<file path="config.mk">
export PLATFORM = sky130hd
export DESIGN_NAME = ws2812_pixel_transmitter_top_flat
export DESIGN_NICKNAME = d
export VERILOG_FILES = /design/src/hw/rtl/ws2812_pkg.sv /design/src/hw/rtl/ws2812_if.sv /design/src/hw/rtl/ws2812_front.sv /design/src/hw/rtl/ws2812_queue.sv /design/src/hw/rtl/ws2812_back.sv /design/src/hw/rtl/ws2812_pixel_transmitter_top.sv /design/src/flat_wrapper.sv
export SDC_FILE = /design/constraint.sdc
export NUM_CORES = 1
export LEC_CHECK = 0
export ABC_CLOCK_PERIOD_IN_PS = 6000
export BUFFER_PORTS_ARGS = -buffer_cell sky130_fd_sc_hd__buf_4
export CAP_MARGIN = 20
export CORE_MARGIN = 2
export CORE_UTILIZATION = 30
export CTS_CLUSTER_DIAMETER = 60
export DETAILED_ROUTE_END_ITERATION = 7
export GPL_TIMING_DRIVEN = 0
export SLEW_MARGIN = 10
export SYNTH_ARGS = -nofsm -noshare
export SYNTH_HDL_FRONTEND = slang
export SYNTH_SLANG_ARGS = --single-unit
</file>
<file path="constraint.sdc">
create_clock -name i_clk -period 6 [get_ports i_clk]
set_input_delay 1.2 -clock i_clk [delete_from_list [all_inputs] [get_ports i_clk]]
set_output_delay 1.2 -clock i_clk [all_outputs]
set_load 0.01 [all_outputs]
</file>
<file path="src/hw/rtl/ws2812_pkg.sv">
`timescale 1ns / 1ps
// shared constants, types and register codes of the ws2812 pixel transmitter
// no dependencies

package ws2812_pkg;

    localparam int BITS_PER_PIXEL = 24;
    localparam int COLOR_BITS     = 24;
    localparam int PAD_BITS       = BITS_PER_PIXEL - COLOR_BITS;
    localparam int IDX_W          = $clog2(BITS_PER_PIXEL);

    localparam int CH_W     = 8;
    localparam int BRIGHT_W = 7;
    localparam int CYC_W    = 10;
    localparam int CFG_W    = CYC_W;

    localparam int QUEUE_DEPTH = 2;

    typedef logic [2:0]            t_cfg_idx;
    typedef logic [CFG_W-1:0]      t_cfg_data;
    typedef logic [CH_W-1:0]       t_chan;
    typedef logic [CYC_W-1:0]      t_cyc;
    typedef logic [COLOR_BITS-1:0] t_grb;

    localparam t_cfg_idx CFG_ENABLE     = 3'd0;
    localparam t_cfg_idx CFG_BRIGHTNESS = 3'd1;
    localparam t_cfg_idx CFG_ONE_HIGH   = 3'd2;
    localparam t_cfg_idx CFG_ONE_LOW    = 3'd3;
    localparam t_cfg_idx CFG_ZERO_HIGH  = 3'd4;
    localparam t_cfg_idx CFG_ZERO_LOW   = 3'd5;

    localparam logic [BRIGHT_W-1:0] RST_BRIGHTNESS = 7'd30;
    localparam t_cyc RST_ONE_HIGH  = 10'd168;
    localparam t_cyc RST_ONE_LOW   = 10'd144;
    localparam t_cyc RST_ZERO_HIGH = 10'd84;
    localparam t_cyc RST_ZERO_LOW  = 10'd192;

    typedef struct packed {
        logic                enable;
        logic [BRIGHT_W-1:0] brightness;
        t_cyc                one_high;
        t_cyc                one_low;
        t_cyc                zero_high;
        t_cyc                zero_low;
    } t_cfg;

    typedef struct packed {
        logic valid;
        logic full;
    } t_queue_status;

endpackage

</file>
<file path="src/hw/rtl/ws2812_if.sv">
`timescale 1ns / 1ps
// channel interfaces: pixel input and pulse descriptor output
// depends on ws2812_pkg

interface ws2812_pixel_if;
    import ws2812_pkg::*;
    logic  valid;
    logic  ready;
    t_chan red;
    t_chan green;
    t_chan blue;

    modport source (output valid, output red, output green, output blue, input ready);
    modport sink   (input valid, input red, input green, input blue, output ready);
endinterface

interface ws2812_pulse_if;
    import ws2812_pkg::*;
    logic valid;
    logic ready;
    logic bit_value;
    t_cyc high_cycles;
    t_cyc low_cycles;
    logic last_bit;

    modport source (output valid, output bit_value, output high_cycles, output low_cycles,
                    output last_bit, input ready);
    modport sink   (input valid, input bit_value, input high_cycles, input low_cycles,
                    input last_bit, output ready);
endinterface

</file>
<file path="src/hw/rtl/ws2812_front.sv">
`timescale 1ns / 1ps
// front end: accepts a pixel, applies enable and brightness, packs grb word
// depends on ws2812_pkg and ws2812_pixel_if

module ws2812_front
    import ws2812_pkg::*;
(
    input  logic              i_clk,
    input  logic              i_rst_n,
    ws2812_pixel_if.sink      i_pixel,
    input  t_cfg              i_cfg,
    input  t_queue_status     i_qstat,
    output logic              o_push,
    output t_grb              o_word
);

    localparam int PROD_W      = CH_W + BRIGHT_W;
    localparam int RECIP_W     = 13;
    localparam int MUL_W       = PROD_W + RECIP_W;
    localparam int RECIP_SHIFT = 19;
    localparam logic [RECIP_W-1:0] RECIP = 13'd5243;
    localparam int QUOT_W      = CH_W + 1;

    logic              r_valid, n_valid;
    logic [PROD_W-1:0] r_prod_r, r_prod_g, r_prod_b;
    logic [PROD_W-1:0] n_prod_r, n_prod_g, n_prod_b;
    logic              w_accept;

    // floor(p / 100) by reciprocal, saturated to one channel
    function automatic t_chan scale_div(input logic [PROD_W-1:0] p);
        logic [MUL_W-1:0]  m;
        logic [QUOT_W-1:0] q;
        m = MUL_W'(p) * MUL_W'(RECIP);
        q = m[RECIP_SHIFT +: QUOT_W];
        return q[QUOT_W-1] ? {CH_W{1'b1}} : q[CH_W-1:0];
    endfunction

    assign i_pixel.ready = !r_valid || !i_qstat.full;
    assign w_accept      = i_pixel.valid && i_pixel.ready;
    assign o_push        = r_valid && !i_qstat.full;
    assign o_word        = {scale_div(r_prod_g), scale_div(r_prod_r), scale_div(r_prod_b)};

    always_comb begin
        n_valid  = r_valid;
        n_prod_r = r_prod_r;
        n_prod_g = r_prod_g;
        n_prod_b = r_prod_b;
        if (o_push) begin
            n_valid = 1'b0;
        end
        if (w_accept) begin
            n_valid = 1'b1;
            if (i_cfg.enable) begin
                n_prod_r = PROD_W'(i_pixel.red)   * PROD_W'(i_cfg.brightness);
                n_prod_g = PROD_W'(i_pixel.green) * PROD_W'(i_cfg.brightness);
                n_prod_b = PROD_W'(i_pixel.blue)  * PROD_W'(i_cfg.brightness);
            end else begin
                n_prod_r = '0;
                n_prod_g = '0;
                n_prod_b = '0;
            end
        end
    end

    always_ff @(posedge i_clk) begin
        if (!i_rst_n) begin
            r_valid <= 1'b0;
        end else begin
            r_valid <= n_valid;
        end
    end

    always_ff @(posedge i_clk) begin
        r_prod_r <= n_prod_r;
        r_prod_g <= n_prod_g;
        r_prod_b <= n_prod_b;
    end

endmodule

</file>
<file path="src/hw/rtl/ws2812_queue.sv">
`timescale 1ns / 1ps
// short fifo of packed grb words between front and back
// depends on ws2812_pkg

module ws2812_queue
    import ws2812_pkg::*;
(
    input  logic          i_clk,
    input  logic          i_rst_n,
    input  logic          i_push,
    input  t_grb          i_wdata,
    input  logic          i_pop,
    output t_grb          o_rdata,
    output t_queue_status o_stat
);

    localparam int PTR_W = (QUEUE_DEPTH > 1) ? $clog2(QUEUE_DEPTH) : 1;
    localparam int CNT_W = $clog2(QUEUE_DEPTH + 1);

    t_grb             r_mem [QUEUE_DEPTH];
    logic [PTR_W-1:0] r_wptr, n_wptr;
    logic [PTR_W-1:0] r_rptr, n_rptr;
    logic [CNT_W-1:0] r_count, n_count;

    assign o_stat.valid = (r_count != '0);
    assign o_stat.full  = (r_count == CNT_W'(QUEUE_DEPTH));
    assign o_rdata      = r_mem[r_rptr];

    always_comb begin
        n_wptr  = r_wptr;
        n_rptr  = r_rptr;
        n_count = r_count;
        if (i_push) begin
            n_wptr = (r_wptr == PTR_W'(QUEUE_DEPTH - 1)) ? '0 : r_wptr + 1'b1;
        end
        if (i_pop) begin
            n_rptr = (r_rptr == PTR_W'(QUEUE_DEPTH - 1)) ? '0 : r_rptr + 1'b1;
        end
        if (i_push && !i_pop) begin
            n_count = r_count + 1'b1;
        end else if (!i_push && i_pop) begin
            n_count = r_count - 1'b1;
        end
    end

    always_ff @(posedge i_clk) begin
        if (!i_rst_n) begin
            r_wptr  <= '0;
            r_rptr  <= '0;
            r_count <= '0;
        end else begin
            r_wptr  <= n_wptr;
            r_rptr  <= n_rptr;
            r_count <= n_count;
        end
    end

    always_ff @(posedge i_clk) begin
        if (i_push) begin
            r_mem[r_wptr] <= i_wdata;
        end
    end

endmodule

</file>
<file path="src/hw/rtl/ws2812_back.sv">
`timescale 1ns / 1ps
// back end: shifts a grb word out as one pulse descriptor per bit
// depends on ws2812_pkg and ws2812_pulse_if

module ws2812_back
    import ws2812_pkg::*;
(
    input  logic          i_clk,
    input  logic          i_rst_n,
    input  t_cfg          i_cfg,
    input  t_queue_status i_qstat,
    input  t_grb          i_word,
    output logic          o_pop,
    ws2812_pulse_if.source o_pulse
);

    logic                      r_busy, n_busy;
    logic [BITS_PER_PIXEL-1:0] r_word, n_word;
    logic [IDX_W-1:0]          r_idx, n_idx;
    logic                      w_fire;
    logic                      w_last;
    logic                      w_bit;

    assign w_fire = o_pulse.valid && o_pulse.ready;
    assign w_last = (r_idx == IDX_W'(BITS_PER_PIXEL - 1));
    assign w_bit  = r_word[BITS_PER_PIXEL-1];
    assign o_pop  = i_qstat.valid && (!r_busy || (w_fire && w_last));

    assign o_pulse.valid       = r_busy;
    assign o_pulse.bit_value   = w_bit;
    assign o_pulse.high_cycles = w_bit ? i_cfg.one_high : i_cfg.zero_high;
    assign o_pulse.low_cycles  = w_bit ? i_cfg.one_low  : i_cfg.zero_low;
    assign o_pulse.last_bit    = w_last;

    always_comb begin
        n_busy = r_busy;
        n_word = r_word;
        n_idx  = r_idx;
        if (o_pop) begin
            n_busy = 1'b1;
            n_word = BITS_PER_PIXEL'(i_word) << PAD_BITS;
            n_idx  = '0;
        end else if (w_fire) begin
            n_word = r_word << 1;
            n_idx  = r_idx + 1'b1;
            if (w_last) begin
                n_busy = 1'b0;
            end
        end
    end

    always_ff @(posedge i_clk) begin
        if (!i_rst_n) begin
            r_busy <= 1'b0;
            r_idx  <= '0;
        end else begin
            r_busy <= n_busy;
            r_idx  <= n_idx;
        end
    end

    always_ff @(posedge i_clk) begin
        r_word <= n_word;
    end

    a_stall_holds_idx: assert property (@(posedge i_clk) disable iff (!i_rst_n)
        (r_busy && !o_pulse.ready) |=> ($stable(r_idx) && $stable(r_word)))
        else $error("bit position moved during output stall");

    a_pop_only_when_free: assert property (@(posedge i_clk) disable iff (!i_rst_n)
        o_pop |-> (!r_busy || (w_fire && w_last)))
        else $error("word loaded while a pixel is still in flight");

    a_mid_pixel_busy: assert property (@(posedge i_clk) disable iff (!i_rst_n)
        (w_fire && !w_last) |=> (r_busy && r_idx != '0))
        else $error("pixel ended before its last bit");

    a_last_empty_idle: assert property (@(posedge i_clk) disable iff (!i_rst_n)
        (w_fire && w_last && !i_qstat.valid) |=> !r_busy)
        else $error("descriptor shown with no pixel loaded");

endmodule

</file>
<file path="src/hw/rtl/ws2812_pixel_transmitter_top.sv">
`timescale 1ns / 1ps
// top level of the ws2812 pixel transmitter: configuration registers,
// front end, word queue and bit shifter
// depends on ws2812_pkg, ws2812_if, ws2812_front, ws2812_queue, ws2812_back
//
// usage:
//   i_pixel carries one rgb pixel per transaction (valid/ready).
//   o_pulse carries one pulse descriptor per transaction: bit value, high
//   and low durations in clock cycles and a last-bit mark. each pixel gives
//   BITS_PER_PIXEL descriptors, grb order, msb first, trailing pad bits zero.
//   configuration must be written through i_cfg_we/i_cfg_idx/i_cfg_data
//   only while the block is idle (not enforced); unknown indexes are ignored.
// path: when the block is empty a pixel passes the front product register,
//   the queue and the shifter register before its first descriptor is valid.
// throughput: one descriptor per cycle while o_pulse.ready is high, set by
//   the output bit shifter; the next word is loaded in the cycle the last bit
//   of the previous one is taken.
// reset: registers return to enable 1, brightness 30, timings 168/144/84/192,
//   queue and shifter empty.
// stall: a stalled descriptor is held; up to two scaled pixels wait in the
//   queue and one in the front register before i_pixel.ready drops.

module ws2812_pixel_transmitter_top
    import ws2812_pkg::*;
(
    input  logic           i_clk,
    input  logic           i_rst_n,
    ws2812_pixel_if.sink   i_pixel,
    ws2812_pulse_if.source o_pulse,
    input  logic           i_cfg_we,
    input  t_cfg_idx       i_cfg_idx,
    input  t_cfg_data      i_cfg_data
);

    t_cfg          r_cfg, n_cfg;
    t_queue_status w_qstat;
    logic          w_push;
    logic          w_pop;
    t_grb          w_wdata;
    t_grb          w_rdata;

    always_comb begin
        n_cfg = r_cfg;
        if (i_cfg_we) begin
            case (i_cfg_idx)
                CFG_ENABLE:     n_cfg.enable     = i_cfg_data[0];
                CFG_BRIGHTNESS: n_cfg.brightness = i_cfg_data[BRIGHT_W-1:0];
                CFG_ONE_HIGH:   n_cfg.one_high   = i_cfg_data[CYC_W-1:0];
                CFG_ONE_LOW:    n_cfg.one_low    = i_cfg_data[CYC_W-1:0];
                CFG_ZERO_HIGH:  n_cfg.zero_high  = i_cfg_data[CYC_W-1:0];
                CFG_ZERO_LOW:   n_cfg.zero_low   = i_cfg_data[CYC_W-1:0];
                default:        n_cfg = r_cfg;
            endcase
        end
    end

    always_ff @(posedge i_clk) begin
        if (!i_rst_n) begin
            r_cfg.enable     <= 1'b1;
            r_cfg.brightness <= RST_BRIGHTNESS;
            r_cfg.one_high   <= RST_ONE_HIGH;
            r_cfg.one_low    <= RST_ONE_LOW;
            r_cfg.zero_high  <= RST_ZERO_HIGH;
            r_cfg.zero_low   <= RST_ZERO_LOW;
        end else begin
            r_cfg <= n_cfg;
        end
    end

    ws2812_front u_front (
        .i_clk   (i_clk),
        .i_rst_n (i_rst_n),
        .i_pixel (i_pixel),
        .i_cfg   (r_cfg),
        .i_qstat (w_qstat),
        .o_push  (w_push),
        .o_word  (w_wdata)
    );

    ws2812_queue u_queue (
        .i_clk   (i_clk),
        .i_rst_n (i_rst_n),
        .i_push  (w_push),
        .i_wdata (w_wdata),
        .i_pop   (w_pop),
        .o_rdata (w_rdata),
        .o_stat  (w_qstat)
    );

    ws2812_back u_back (
        .i_clk   (i_clk),
        .i_rst_n (i_rst_n),
        .i_cfg   (r_cfg),
        .i_qstat (w_qstat),
        .i_word  (w_rdata),
        .o_pop   (w_pop),
        .o_pulse (o_pulse)
    );

endmodule

</file>
<file path="src/flat_wrapper.sv">
// flat-port wrapper written by rule: the top's interface ports become plain ports
module ws2812_pixel_transmitter_top_flat import ws2812_pkg::*;
  (i_clk, i_rst_n, i_cfg_we, i_cfg_idx, i_cfg_data, i_pixel_valid, i_pixel_red, i_pixel_green, i_pixel_blue, i_pixel_ready, o_pulse_valid, o_pulse_bit_value, o_pulse_high_cycles, o_pulse_low_cycles, o_pulse_last_bit, o_pulse_ready);
  ws2812_pixel_if i_pixel_i ();
  ws2812_pulse_if o_pulse_i ();
  input  logic i_clk;
  input  logic i_rst_n;
  input  logic i_cfg_we;
  input  t_cfg_idx i_cfg_idx;
  input  t_cfg_data i_cfg_data;
  input wire logic [$bits(i_pixel_i.valid)-1:0] i_pixel_valid;
  input wire logic [$bits(i_pixel_i.red)-1:0] i_pixel_red;
  input wire logic [$bits(i_pixel_i.green)-1:0] i_pixel_green;
  input wire logic [$bits(i_pixel_i.blue)-1:0] i_pixel_blue;
  output wire logic [$bits(i_pixel_i.ready)-1:0] i_pixel_ready;
  output wire logic [$bits(o_pulse_i.valid)-1:0] o_pulse_valid;
  output wire logic [$bits(o_pulse_i.bit_value)-1:0] o_pulse_bit_value;
  output wire logic [$bits(o_pulse_i.high_cycles)-1:0] o_pulse_high_cycles;
  output wire logic [$bits(o_pulse_i.low_cycles)-1:0] o_pulse_low_cycles;
  output wire logic [$bits(o_pulse_i.last_bit)-1:0] o_pulse_last_bit;
  input wire logic [$bits(o_pulse_i.ready)-1:0] o_pulse_ready;
  assign i_pixel_i.valid = i_pixel_valid;
  assign i_pixel_i.red = i_pixel_red;
  assign i_pixel_i.green = i_pixel_green;
  assign i_pixel_i.blue = i_pixel_blue;
  assign i_pixel_ready = i_pixel_i.ready;
  assign o_pulse_valid = o_pulse_i.valid;
  assign o_pulse_bit_value = o_pulse_i.bit_value;
  assign o_pulse_high_cycles = o_pulse_i.high_cycles;
  assign o_pulse_low_cycles = o_pulse_i.low_cycles;
  assign o_pulse_last_bit = o_pulse_i.last_bit;
  assign o_pulse_i.ready = o_pulse_ready;
  ws2812_pixel_transmitter_top u_core (.i_clk(i_clk), .i_rst_n(i_rst_n), .i_pixel(i_pixel_i), .o_pulse(o_pulse_i), .i_cfg_we(i_cfg_we), .i_cfg_idx(i_cfg_idx), .i_cfg_data(i_cfg_data));
endmodule
</file>
==> run metrics, run 1 <==
routed length per placed instance=~14 um; worst-path maximum fanout=6; Die Wd=~280 um; Tcrit/Tclk final=0.953; worst path cell trace=ha_1 -> fa_1 -> fa_1 -> fa_1 -> inv_1 -> fa_1 -> inv_1 -> ha_1 -> nand4_1 -> o21bai_1 -> a211oi_2 -> a311oi_4 -> a211oi_4 -> or3_4 -> nand3_2 -> or4_1; post-detailed-routing wire length=46300 um; DR DRC count=0; wire length on met3=approximately 700 um; Yosys warning count=0; Clk pin slew, worst setup/hold paths=90 ps; Synth Register Bits=177; total congestion overflow=0; Chip Height=around 280 um; layout cells sized above 1=0.0659; via/cell ratio=between 4 and 5; hpwl dp=between 30000 and 40000 um; wire length on met1=22100 um; CP peak stage delay=approximately 560 ps; syn_nets=2985; final setup TNS=0 ps; Final Wtd Congestion=0.811; Mapped Cells=about 2200; Post-Syn Area=22600 um2; TritonCTS Buffers=17; Least-Margin Pin Slew=slightly below 900 ps; top cell type's share of synthesized area=0.260; Initial DRT Pass Iterations=7; initial antenna violation count=0; Diodes inserted=0; first-pass GRT wire length=78500 um; clk sinks=177; nets=around 3100; max-cap check violation count=0; DIE AREA=roughly 78000 um2; Starting Density=0.304; outcome=complete, no violations; Core Area=74400 um2; Hold WC Path Type=reg -> reg; crit-path most repeated cell=fa_1; fin crit period=5720 ps; max-slew violation count=0; Async SR Flop Fraction=0; delay-heaviest family, CP=adder cells; num rows=100; DR WL met2=22700 um; Worst setup EP type=register; IO Pins=66; fmax=175 MHz; CP Launch Type=register; final setup fails=0; Syn Area/Cell=about 10 um2; WP buf/inv=2; Crit Path Category=reg -> reg; clk_lat worst skew=between 400 and 500 ps; Final Hold Fails=0; vias in the first global route=15366; H-Tree Depth=4; highest metal used=met4; antenna viol nets, final=0; Port Buffers=between 60 and 70; P&R area growth vs syn=11.3%; synth unique cells=54; Max stage delay cell, worst path=edfxtp_1; CTS max path bufs=2; main flop type after synthesis=edfxtp_1; Data required, critical path=~6200 ps; largest net degree at the start of global routing=33; slew margin rel.=0.408; EDFF count, synth=117; Setup Skew=17.7 ps; CTS tree=done; leading area contributor after synthesis=fa_1; FILL cells=approximately 7500; post-synthesis sequential area ratio=0.209; vias=approximately 15000; clock root cell=clkbuf_16; GRT Resource Usage Total=0.125; RSZ-0062 raised after global routing=no; largest cells by area after synthesis=fa_1 26%, ha_1 22%, edfxtp_1 16%; CP arrival=5910 ps; drt initial violations=approximately 550; count leader, synth=inv_1; Post-synth top cells=487 x inv_1, 401 x ha_1, 294 x fa_1
metrics by stage:
step                hold slack, ps  std cells  cell area, um2   util  setup slack [ps]
floorplan                      435       2248           22600      -               774
global placement               447       3281           24300  0.326               190
detailed placement             454       3284           24400  0.327               148
CTS                            468       3316           25000  0.336               139
global route                   488       3336           25200  0.338              4.04
finish                         466       3336           25200  0.338               283
logic make-up (layout without fill, tap and decap cells):
kind of cell,Yosys count,after routing,share of synthesized area
flops,177,177,0.209
buf+inv,527,646,0.0875
simple gates,519,519,0.108
xor+xnor,64,64,0.0248
fa+ha+maj,695,695,0.483
compound gates,212,212,0.0637
mux,54,54,0.0250
worst paths after layout:
path | start | endpoint | slack [ps] | cells after the start
setup reg to reg | u_core.u_front.r_prod_g[9]$_SDFFCE_PN0P_ | u_core.u_queue.r_mem[0][23]$_DFFE_PP_ | 280 | 16
setup / recovery | u_core.u_front.r_prod_g[9]$_SDFFCE_PN0P_ | u_core.u_queue.r_mem[0][23]$_DFFE_PP_ | 280 | 16
hold reg to reg | u_core.r_cfg[2]$_SDFFE_PN0P_ | u_core.r_cfg[2]$_SDFFE_PN0P_ | 470 | 2
hold / removal | u_core.r_cfg[2]$_SDFFE_PN0P_ | u_core.r_cfg[2]$_SDFFE_PN0P_ | 470 | 2
area by class of cell:
type	instances	area, um2	share of cell area
plain buffers	40	150	0.00597
clock buffers	17	425	0.0169
clock inverters	15	220	0.00875
inverters	487	1830	0.0727
multi-input cells	1544	15900	0.633
flip-flops and latches	177	4710	0.187
well taps	969	1210	0.0482
repair buffers	87	681	0.0271
cells in the final DEF (no fill, tap or decap), drive strengths merged, types with 16 or more instances in the layout:
master,count
inv,497
a21o,22
a21boi,33
dfxtp,60
a21oi,68
ha,401
o21ai,31
nand3,27
xnor2,31
nand4,16
edfxtp,117
mux2i,34
fa,294
xor2,33
mux2,20
buf,89
nor2,91
clkbuf,55
and2,85
nand2,221
repair_timing:
item	4_1_cts	5_1_grt
setup endpoints to repair	0	14
resized for setup	0	1
hold buffers	0	0
setup buffers	0	20
hold endpoints to repair	0	0
layer usage:
metal  vias to the layer above  track usage
li1                       7449            -
met1                      7101        0.165
met2                       113        0.219
met3                        40       0.0110
met4                         0       0.0349
met5                         -            0
tightest hold or removal path, cell delays in order (launching register included):
cell,delay (ps)
dfxtp_1,320
nand2_1,40
a21boi_0,60
registers in the layout, indices dropped and copies added (netlist names), named ones only:
| register | count |
|---|---|
| u_core.r_cfg | 48 |
| u_core.u_queue.r_mem | 48 |
| u_core.u_back.r_word | 24 |
| u_core.u_front.r_prod_b | 15 |
| u_core.u_front.r_prod_g | 15 |
| u_core.u_front.r_prod_r | 15 |
| u_core.u_back.r_idx | 5 |
| u_core.u_queue.r_count | 2 |
| u_core.u_back.o_pulse.valid | 1 |
| u_core.u_front.r_valid | 1 |
| u_core.u_queue.r_rptr | 1 |
| u_core.u_queue.r_wptr | 1 |
Power of run 1 is left out: the tool's default activity adds up to more than one toggle a clock period on the data nets, which glitch-free logic cannot reach.
==> inputs of run 2 (changes only) <==
CELL_PAD_IN_SITES_DETAIL_PLACEMENT = 1   (was default)
CELL_PAD_IN_SITES_GLOBAL_PLACEMENT = 1   (was default)
PLACE_DENSITY_LB_ADDON = 0.1   (was default)
==> run 2 against run 1 <==
  * Worst hold slack worse by 1.1 ps
  * Global-route usage up 2.8 points
  * Critical path type unchanged
  * Maximum frequency about the same
  * Register-to-register slack barely moved
  * Via count up 3.2%
  * Final cell count grew 0.18%
  * Sequential cell count is the same
  * Worst setup slack improved by 4.7 ps
  * Die area stayed put
  * Clock-buffer cell count stayed put
==> run metrics, run 2 (synthesis results as in run 1) <==
outcome=complete, no violations; placed cells=about 3300; layout cells sized above 1=0.0687; fin crit period=roughly 5700 ps; clk sinks=between 150 and 200; most frequent cells in the layout=487 x inv_1, 401 x ha_1, 294 x fa_1; Design Area, Final=25200 um2; Setup Skew=around 16 ps; Port Buffers=64; Clk pin slew, worst setup/hold paths=~70 ps; IO Pins=66; Final Hold Fails=0; Final Wtd Congestion=roughly 0.79; num rows=100; CTS max path bufs=2; Least-Margin Pin Slew=865 ps; Data required, critical path=slightly above 6000 ps; via/cell ratio=about 4.5; biggest regs=u_core.r_cfg (48), u_core.u_queue.r_mem (48), u_core.u_back.r_word (24); P&R area growth vs syn=11.3%; CP Launch Type=register; DR DRC count=0; drt initial violations=about 330; FILL cells=about 8400; antenna viol nets, final=0; DIE AREA=just under 80000 um2; hpwl dp=48400 um; slew margin rel.=0.408; Initial DRT Pass Iterations=6; Core Area=74400 um2; H-Tree Depth=4; post-detailed-routing wire length=approximately 56000 um; CP arrival=slightly below 6000 ps; nets=just over 3000; first-pass GRT wire length=about 93000 um; Tcrit/Tclk final=0.952; routed length per placed instance=between 15 and 20 um; TritonCTS Buffers=17; fmax=175 MHz; largest net degree at the start of global routing=34; Hold WC Path Type=reg -> reg; clock root cell=clkbuf_16; vias=15173; area post-placement=24400 um2; Crit Path Category=reg -> reg; CTS tree=done; RSZ-0062 raised after global routing=no; Die Wd=278 um; max-slew violation count=0; total congestion overflow=0; final setup fails=0; most common cell after layout, fill and taps aside=inv_1; GRT Resource Usage Total=0.153; Post-Layout Cell Count=between 3000 and 4000; post-layout worst setup margin=287 ps; pre-CTS setup slack=-143 ps; worst-path maximum fanout=6; initial antenna violation count=2; Chip Height=~280 um; max-cap check violation count=0; Starting Density=0.304; clk_lat worst skew=approximately 490 ps; Worst setup EP type=register; vias in the first global route=between 15000 and 20000
-- run 2: changes by cell type in the layout (fill, tap and decap cells not counted), moves of 2 or more --
cell      delta
inv_12       -5
inv_6        +5
diode_2      +2
buf_4        +4
clkinv_2     +2
clkinv_8     -3
-- run 2: timing repair --
action / in CTS / in global routing
hold buffers: 0 / 0
setup endpoints to repair: 8 / 16
resized for setup: 2 / 4
pin swaps: 0 / 1
setup buffers: 1 / 23
-- run 2: per-layer routing --
metal	global-route usage	wire length (um)	vias to the layer above	part of all wire
li1	-	-	7443	-
met1	0.213	28200	7575	0.50
met2	0.253	26100	121	0.46
met3	0.0226	1400	32	0.025
met4	0.0289	577	2	0.010
met5	0	13	-	0.00023
-- run 2: path summary, 6_finish.rpt --
check | cells after the start | endpoint | startpoint | slack (ps)
setup / recovery | 17 | u_core.u_queue.r_mem[0][8]$_DFFE_PP_ | u_core.u_front.r_prod_r[8]$_SDFFCE_PN0P_ | 290
hold / removal | 2 | u_core.r_cfg[30]$_SDFFE_PN0P_ | u_core.r_cfg[30]$_SDFFE_PN0P_ | 460
setup reg to reg | 17 | u_core.u_queue.r_mem[0][8]$_DFFE_PP_ | u_core.u_front.r_prod_r[8]$_SDFFCE_PN0P_ | 290
hold reg to reg | 2 | u_core.r_cfg[30]$_SDFFE_PN0P_ | u_core.r_cfg[30]$_SDFFE_PN0P_ | 460
-- run 2: worst max-delay path, cell delays in order, from the launching register on --
cell	delay (ps)
edfxtp_1	540
buf_4	210
fa_1	410
ha_1	340
fa_1	470
fa_1	520
inv_1	50
fa_1	490
inv_1	60
ha_1	290
nand4_1	150
nor4_1	370
a22oi_2	200
a41oi_4	340
a2111oi_4	120
o21ai_0	320
nand3_1	200
or2_2	380
-- run 2: layout make-up --
| type | count | area (um2) | area share |
|---|---|---|---|
| Sequential cell | 177 | 4710 | 0.187 |
| Clock inverter | 15 | 139 | 0.00552 |
| Multi-Input combinational cell | 1544 | 16000 | 0.635 |
| Tap cell | 969 | 1210 | 0.0482 |
| Antenna cell | 2 | 5.00 | 0.000199 |
| Inverter | 487 | 1830 | 0.0727 |
| Clock buffer | 17 | 425 | 0.0169 |
| Timing Repair Buffer | 91 | 716 | 0.0284 |
| Buffer | 40 | 150 | 0.00597 |
-- run 2: metrics by stage --
stage / setup TNS, ps / hold WS [ps] / utilization
2_1_floorplan: 0 / 435 / -
3_3_place_gp: -336 / 449 / 0.326
3_5_place_dp: -496 / 459 / 0.327
4_1_cts: 0 / 470 / 0.335
5_1_grt: 0 / 485 / 0.338
6_report: 0 / 464 / 0.338
Power of run 2 is left out for the same reason.
==> inputs of run 3 (changes only) <==
CORE_UTILIZATION = 45   (was 30)
==> run 3 against run 2 <==
  * Die area decreased by 33%
  * Maximum frequency increased by 0.16%
  * Wire length decreased by 4.7%
  * Sequential cell count unchanged
  * Highest routed layer unchanged
==> run metrics, run 3 (synthesis results as in run 1) <==
first-pass GRT wire length=90300 um; largest net degree at the start of global routing=30; max-slew violation count=0; total congestion overflow=0; CTS tree=done; fmax=around 180 MHz; RSZ-0062 raised after global routing=no; clk_lat worst skew=approximately 500 ps; via/cell ratio=5.08; most common cell after layout, fill and taps aside=inv_1; CP arrival=between 5000 and 6000 ps; Diodes inserted=0; Core Area=between 40000 and 50000 um2; CP Launch Type=register; CTS max path bufs=2; crit-path most repeated cell=fa_1; Crit Path Category=reg -> reg; routed length per placed instance=17.7 um; max-cap check violation count=0; final setup TNS=0 ps; Port Buffers=64; post-layout util=0.496; CP peak stage delay=580 ps; Data required, critical path=between 6000 and 7000 ps; Chip Height=about 230 um; vias=15421; most frequent cells in the layout=487 x inv_1, 401 x ha_1, 294 x fa_1; Tcrit/Tclk final=0.951; hpwl dp=~45000 um; hold buffers post-CTS=0; antenna viol nets, final=0; IO Pins=66; Die Wd=between 200 and 250 um; slew margin rel.=0.416; Hold WC Path Type=reg -> reg; biggest regs=u_core.r_cfg (48), u_core.u_queue.r_mem (48), u_core.u_back.r_word (24); num rows=around 80; DIE AREA=52000 um2; initial antenna violation count=1; final hold slack=between 400 and 500 ps; worst-path maximum fanout=6; Final Wtd Congestion=roughly 0.84; Clk pin slew, worst setup/hold paths=70 ps; outcome=complete, no violations; Setup Skew=roughly 14 ps; post-detailed-routing wire length=approximately 54000 um; Starting Density=0.453; vias in the first global route=about 17000; Final Hold Fails=0; GRT Resource Usage Total=0.218; worst path cell trace=ha_1 -> fa_1 -> fa_1 -> fa_1 -> inv_1 -> fa_1 -> inv_1 -> ha_1 -> a211oi_1 -> o21ai_1 -> a21oi_1 -> a311oi_4 -> buf_4 -> a211oi_4 -> or3_4 -> nand3_2 -> or4_1; drt initial violations=about 530; TritonCTS Buffers=17; FILL cells=between 5000 and 6000; layout cells sized above 1=0.0647; Least-Margin Pin Slew=876 ps; Max stage delay cell, worst path=or4_1; H-Tree Depth=4; Worst setup EP type=register; fin crit period=5700 ps; final setup fails=0; P&R area growth vs syn=9.53%; clk sinks=roughly 180; clock root cell=clkbuf_16; multi-input logic area=roughly 16000 um2; register area=~4700 um2; nets=between 3000 and 4000; Initial DRT Pass Iterations=5; DR DRC count=0
-- run 3: metrics by stage --
stage               cell area (um2)  cells  setup WS [ps]
finish                        24800   3035            297
global route                  24800   3035          0.369
CTS                           24600   3019           30.4
detailed placement            24000   2987          -53.7
global placement              23900   2984           21.6
floorplan                     22600   2248            774
-- run 3: critical path, delay by kind of cell, from the launching register on --
| family | cells | cell delay (ps) |
|---|---|---|
| flip-flops | 1 | 560 |
| buffers and inverters | 3 | 280 |
| AO/OA/AOI/OAI | 5 | 1010 |
| AND/OR/NAND/NOR | 3 | 900 |
| adder cells (fa/ha/maj) | 6 | 2670 |
-- run 3: metal layers --
metal | vias to the layer above | wire (um) | GRT usage
met4 | 2 | 696 | 0.0482
met3 | 41 | 1210 | 0.0348
met2 | 108 | 26200 | 0.370
met1 | 7833 | 25500 | 0.294
li1 | 7437 | - | -
met5 | - | 13 | 0
-- run 3: cell type report --
type / instances / share of cell area
tap: 672 / 0.0340
clock buffer: 19 / 0.0175
timing repair buffer: 83 / 0.0265
buffer: 40 / 0.00607
multi-input combinational: 1544 / 0.645
inverter: 487 / 0.0739
clock inverter: 13 / 0.00688
sequential: 177 / 0.190
-- run 3: final timing paths --
check,startpoint,to,slack [ps],cells after the start
hold / removal,u_core.r_cfg[26]$_SDFFE_PN0P_,u_core.r_cfg[26]$_SDFFE_PN0P_,460,2
setup / recovery,u_core.u_front.r_prod_g[11]$_SDFFCE_PN0P_,u_core.u_queue.r_mem[1][23]$_DFFE_PP_,300,17
hold reg to reg,u_core.r_cfg[26]$_SDFFE_PN0P_,u_core.r_cfg[26]$_SDFFE_PN0P_,460,2
setup reg to reg,u_core.u_front.r_prod_g[11]$_SDFFCE_PN0P_,u_core.u_queue.r_mem[1][23]$_DFFE_PP_,300,17
-- run 3: what timing repair did --
action,CTS,global route
pin swaps,0,1
endpoints found under the setup margin,8,14
gates resized for setup,1,5
setup buffers,0,16
hold endpoints to repair,0,0
cloned,0,0
Power of run 3 is left out for the same reason.
